[config.mk]
export PLATFORM = sky130hd
export DESIGN_NAME = rfvs_div
export DESIGN_NICKNAME = d
export VERILOG_FILES = /design/src/sv/rfvs_pkg.sv /design/src/sv/rfvs_div.sv
export SDC_FILE = /design/constraint.sdc
export NUM_CORES = 2
export LEC_CHECK = 0
export BUFFER_PORTS_ARGS = -buffer_cell sky130_fd_sc_hd__buf_4
export CORE_MARGIN = 3
export CORE_UTILIZATION = 58
export DETAILED_ROUTE_END_ITERATION = 10
export PLACE_DENSITY = 0.8
export SYNTH_ARGS = -nofsm -noshare
export SYNTH_HDL_FRONTEND = slang
export SYNTH_SLANG_ARGS = --single-unit
[constraint.sdc]
create_clock -name clk -period 8.3 [get_ports clk]
set_clock_uncertainty 0.05 [all_clocks]
set_input_delay 0.415 -clock clk [delete_from_list [all_inputs] [get_ports clk]]
set_output_delay 0.415 -clock clk [all_outputs]
set_load 0.02 [all_outputs]
[src/sv/rfvs_pkg.sv]
// rfvs_pkg: shared types, constants and the quarter-wave sine table
// for the ramped frequency voltage source; no dependencies
package rfvs_pkg;

  // quarter-wave table size (entries 0..SINE_TABLE_DEPTH)
  localparam int SINE_TABLE_DEPTH = 1024;
  localparam int IDX_W = $clog2(SINE_TABLE_DEPTH + 1);
  localparam logic [IDX_W-1:0] DEPTH_IDX = IDX_W'(SINE_TABLE_DEPTH);

  // fixed-point constants
  localparam logic [63:0] PI_Q30 = 64'd3373259426;
  localparam logic [30:0] INV_TWO_PI_Q32 = 31'd683565276;
  localparam logic [31:0] QUARTER_TURN = 32'h4000_0000;
  localparam logic [63:0] ONE_Q30 = 64'd1073741824;

  // table angle step is pi/(2*depth), depth a power of two
  localparam int X_SH = $clog2(2 * SINE_TABLE_DEPTH);

  // reciprocals of the series divisors (2n)(2n+1), exact for numerators
  // below 2^40
  localparam int RCP_SH = 49;
  typedef logic [63:0] rcp_tab_t [1:8];
  localparam rcp_tab_t SERIES_RCP = '{
    (64'd1 << RCP_SH) / 64'd6 + 64'd1,
    (64'd1 << RCP_SH) / 64'd20 + 64'd1,
    (64'd1 << RCP_SH) / 64'd42 + 64'd1,
    (64'd1 << RCP_SH) / 64'd72 + 64'd1,
    (64'd1 << RCP_SH) / 64'd110 + 64'd1,
    (64'd1 << RCP_SH) / 64'd156 + 64'd1,
    (64'd1 << RCP_SH) / 64'd210 + 64'd1,
    (64'd1 << RCP_SH) / 64'd272 + 64'd1
  };

  // ramp fraction width and divider depth (one quotient bit per stage)
  localparam int FRAC_W = 16;
  localparam int DIV_STEPS = FRAC_W;

  // configuration register indexes
  typedef enum logic [2:0] {
    REG_AMPLITUDE    = 3'd0,
    REG_PHASE_OFFSET = 3'd1,
    REG_CONDUCTANCE  = 3'd2,
    REG_SWITCH_TIME  = 3'd3,
    REG_RAMP_TIME    = 3'd4,
    REG_EXTRA_RATE   = 3'd5,
    REG_SYSTEM_RATE  = 3'd6
  } reg_idx_t;

  // sideband carried with a beat through the front of the pipeline
  typedef struct packed {
    logic [31:0] t;
    logic        in_ramp;
    logic        after;
  } tag_t;

  typedef logic [30:0] sine_tab_t [0:SINE_TABLE_DEPTH];

  // integer taylor series for sin(pi/2 * k/depth), Q1.30, clamped
  function automatic sine_tab_t build_sine_tab();
    sine_tab_t    tab;
    logic [63:0]  x;
    logic [63:0]  x2;
    logic [63:0]  term;
    logic [63:0]  nm;
    logic [127:0] wide;
    longint       sum;
    for (int k = 0; k <= SINE_TABLE_DEPTH; k++) begin
      x = (PI_Q30 * 64'(k)) >> X_SH;
      x2 = (x * x) >> 30;
      term = x;
      sum = longint'(x);
      for (int n = 1; n <= 8; n++) begin
        nm = (term * x2) >> 30;
        wide = 128'(nm) * 128'(SERIES_RCP[n]);
        term = wide[RCP_SH+63:RCP_SH];
        if ((n & 1) != 0) begin
          sum = sum - longint'(term);
        end else begin
          sum = sum + longint'(term);
        end
      end
      if (sum < 0) sum = 0;
      if (sum > longint'(ONE_Q30)) sum = longint'(ONE_Q30);
      tab[k] = 31'(sum);
    end
    return tab;
  endfunction

  localparam sine_tab_t SINE_TAB = build_sine_tab();

endpackage

[src/sv/rfvs_div.sv]
// rfvs_div: pipelined restoring divider, one quotient bit per stage,
// for the ramp fraction; depends on rfvs_pkg
module rfvs_div import rfvs_pkg::*; (
  input  logic              clk,
  input  logic              rst,
  input  logic              in_vld,
  input  tag_t              in_tag,
  input  logic [31:0]       in_rem,
  input  logic [31:0]       divisor,
  output logic              out_vld,
  output tag_t              out_tag,
  output logic [FRAC_W-1:0] quot
);

  logic              vld   [DIV_STEPS];
  tag_t              tg    [DIV_STEPS];
  logic [31:0]       rem   [DIV_STEPS];
  logic [FRAC_W-1:0] q     [DIV_STEPS];
  logic              p_vld [DIV_STEPS];
  tag_t              p_tg  [DIV_STEPS];
  logic [31:0]       p_rem [DIV_STEPS];
  logic [FRAC_W-1:0] p_q   [DIV_STEPS];

  for (genvar s = 0; s < DIV_STEPS; s++) begin : g_step
    logic [32:0] sh;
    logic        ge;

    if (s == 0) begin : g_first
      assign p_vld[s] = in_vld;
      assign p_tg[s]  = in_tag;
      assign p_rem[s] = in_rem;
      assign p_q[s]   = '0;
    end else begin : g_rest
      assign p_vld[s] = vld[s-1];
      assign p_tg[s]  = tg[s-1];
      assign p_rem[s] = rem[s-1];
      assign p_q[s]   = q[s-1];
    end

    // shift, trial subtract, keep remainder
    assign sh = {p_rem[s], 1'b0};
    assign ge = sh >= {1'b0, divisor};

    always_ff @(posedge clk) begin
      if (rst) begin
        vld[s] <= 1'b0;
      end else begin
        vld[s] <= p_vld[s];
      end
      tg[s] <= p_tg[s];
      rem[s] <= ge ? 32'(sh - {1'b0, divisor}) : sh[31:0];
      q[s] <= {p_q[s][FRAC_W-2:0], ge};
    end
  end

  assign out_vld = vld[DIV_STEPS-1];
  assign out_tag = tg[DIV_STEPS-1];
  assign quot    = q[DIV_STEPS-1];

endmodule

==> impl_results.md <==
* Status: complete, no violations
* Internal power at 17.1 mW
* Antenna violations before repair at 2
* Peak supply drop at between 200 and 300 uV
* Antenna Nets Post-Route at 0
* ANT cells at 0
* Worst-path clk slew at 0.06 ns
* Commonest non-fill, non-tap cells in the layout: 1176 x dfxtp_1, 511 x ha_1, 484 x a21oi_1, 384 x nand2_1, 346 x o21ai_0
* Unrepaired setup endpoints after global routing: false
* WS Path Type: in2reg
* Post-CTS Setup Repair Bufs at 0
* Share of layout cells above drive strength 1 at 11.8%
* Max-slew headroom at 21.0%
* Top cells by area, synth: dfxtp_1 43%, ha_1 12%, a21oi_1 4.5%
* Main flop type after synthesis: dfxtp_1
* Vias in the first global route at 40800
* Resized Gates After CTS at 0
* Clk sink count at between 1000 and 1500
* RR Startpoint: rem[0][8]
* YS warnings at 0
* Chip Width at 312 um
* Site Rows at approximately 110
* Total Routing Usage GR at 27.8%
* Total Nets Final at 6390
* Number of top-level pins at 152
* IO buf count at 151
* GRT overflow at 0
* Crit path capture: rem[0][8]
* CTS Buf Count at 112
* Clk_lat worst skew at 0.71 ns
* TritonRoute pass-1 iters at 9
* Yosys top cell area share at 43.3%
* Switching share of power at between 30 and 40%
* Hold Fails Final Rpt at 0
* Leading cell type in the layout, fill and taps excluded: dfxtp_1
* Fin crit share at between 50% and 60%
* Clk pwr share at roughly a fifth
* GPL Wtd Cong at 0.951
* Mapped Cells at 5531
* Global-route wire length before repair at 217000 um
* Max-Cap Viols at 0
* Root Buffer: clkbuf_16
* Flop2flop setup slack at 4.26 ns
* Critical path launch point: divisor[1]
* Sw Pwr at approximately 11 mW
* Post-synth EDFFs at 0
* Worst-path maximum fanout at 40
* FF+latch count, synth at 1176
* Ys async rst share at 0%
* Layout Cells excl Fill at about 7000
* CTS H-tree lvls at 3
* CP Capture Type: register
* Nature of the critical path startpoint: primary input
* Area growth, synth to finish at 13.0%
* Vias at 42100
* Syn nets at 6158
* Yosys cell types at 87
* WL/cell at 19.8 um
* Setup violators final at 0
* Maximum clock rate at 202 MHz
* Core Region at 92400 um2
* Reg-to-Reg End: rem[0][59]
* DP Cell Count at 6824
* R2R depth at 12
* Crit path DAT at around 5.5 ns
* Starting density of the core at 58.9%
* TNS Setup at 0 ns
* Post-synth top area cell: dfxtp_1
* Initial DRC Count at between 3000 and 4000
* Max Root-Sink Buffers at 3
* Tightest Pin Transition at 1.18 ns
* Mapped Area at 54400 um2
* Via density at 5.93
* DRC Markers at 0
* Post-synthesis sequential area ratio at about 43%
* Pwr/cell area at 456 nW/um2
* Drt total wl at 140000 um
* CP Data Required Time at about 8.9 ns
* Pin count of the biggest net entering global routing at 64
* Final min period at between 4 and 5 ns
* Post-DP HPWL at 96900 um
* Average size of a mapped cell at 9.84 um2
* Slew Limit Fails at 0
* Pleak at 27.4 nW
* Die H at 312 um
* Area of the die at 97600 um2
* Combinational share of power at 50.2%
* CTS tree: done
* Sequential share of power at 30.5%
* Hold Crit Class: in2reg
==> power by group through the flow <==
stage	logic, mW	clock network [mW]	registers (mW)
after floorplan	11.1	0	8.09
after global routing	15.5	5.73	8.63
after detailed placement	13.7	0	8.62
after global placement	13.4	0	8.59
final	14.1	5.43	8.54
after CTS	13.9	5.50	8.52
==> synth_stat cells (14+ instances only) <==
library cell	n
a211o_1	15
a211oi_1	35
a21o_1	254
a21oi_1	484
a311oi_1	14
a31oi_1	58
and2_1	29
and3_1	62
buf_2	31
clkbuf_1	95
dfxtp_1	1176
fa_1	15
ha_1	511
inv_1	154
mux2_1	25
mux2_2	194
mux2_4	52
mux2i_1	19
nand2_1	384
nand2b_1	72
nand3_1	101
nand4_1	83
nor2_1	315
nor2b_1	90
nor3_1	63
o211ai_1	18
o21a_1	74
o21ai_0	346
o21bai_1	56
o31a_1	18
o31ai_1	37
or2_2	14
or3_1	14
xnor2_1	247
xor2_1	155
==> flip-flops by register name, indices dropped and copies added (netlist names) <==
name,flops
q,136
tg,544
vld,16
rem,480
==> cell families after synthesis <==
family          count (synthesis)  share of synthesized area (%)
compound gates               1557                           18.1
xor+xnor                      402                           6.47
fa+ha+maj                     526                           12.3
buf+inv                       297                           2.28
flops                        1176                           43.3
mux                           290                           6.32
simple gates                 1283                           11.3
==> cell type report <==
type,count,area [um2]
Multi-Input combinational cell,4058,29700
Tap cell,1243,1560
Timing Repair Buffer,261,2130
Sequential cell,1176,23500
Clock buffer,144,3150
Clock inverter,61,845
Inverter,154,578
Fill cell,7063,30800
==> worst max-delay path, stage by stage <==
cell and delay [ns]:
buf_4 0.36, inv_1 0.34, buf_4 0.31, ha_1 0.32, nor2b_1 0.15, o21ai_0 0.12
a21oi_1 0.28, o21ai_0 0.26, o21ba_2 0.30, o21ai_1 0.45, a211oi_1 0.24, o211ai_1 0.95
buf_4 0.54, mux2_2 0.38
==> stage by stage <==
step / hold slack, ns / instance area (um2) / util (%) / setup WS, ns / power [mW]
after floorplan: 0.260 / 54400 / - / 4.52 / 19.2
after global placement: 0.260 / 56800 / 61.5 / 3.01 / 22.0
after detailed placement: 0.262 / 56800 / 61.5 / 2.88 / 22.3
after CTS: 0.214 / 61500 / 66.6 / 3.55 / 27.9
after global routing: 0.258 / 61500 / 66.6 / 3.13 / 29.9
final: 0.224 / 61500 / 66.6 / 3.35 / 28.0
==> routing by layer <==
metal | wire length [um] | vias up | GRT usage (%)
li1 | - | 20400 | -
met1 | 55200 | 19600 | 32.6
met2 | 67400 | 1521 | 48.1
met3 | 8550 | 519 | 4.28
met4 | 9310 | 0 | 16.1
met5 | 0 | - | 0
==> how the worst min path moves through the flow <==
stage                           from        end  slack [ns]  depth (start not counted)
final                     divisor[0]  rem[0][0]        0.22                          2
after global placement     q[0][114]    q[1][3]        0.26                          0
after floorplan             q[0][83]  q[0][100]        0.26                          0
after CTS                 divisor[0]  rem[0][0]        0.21                          2
after global routing      divisor[0]  rem[0][0]        0.26                          2
after detailed placement    q[1][85]  q[1][102]        0.26                          0
==> timing repair <==
item | CTS | global route
hold buffers | 68 | 0
hold endpoints to repair | 81 | 0
endpoints found under the setup margin | 0 | 0
No activity file was read; power rests on OpenSTA's default activity.
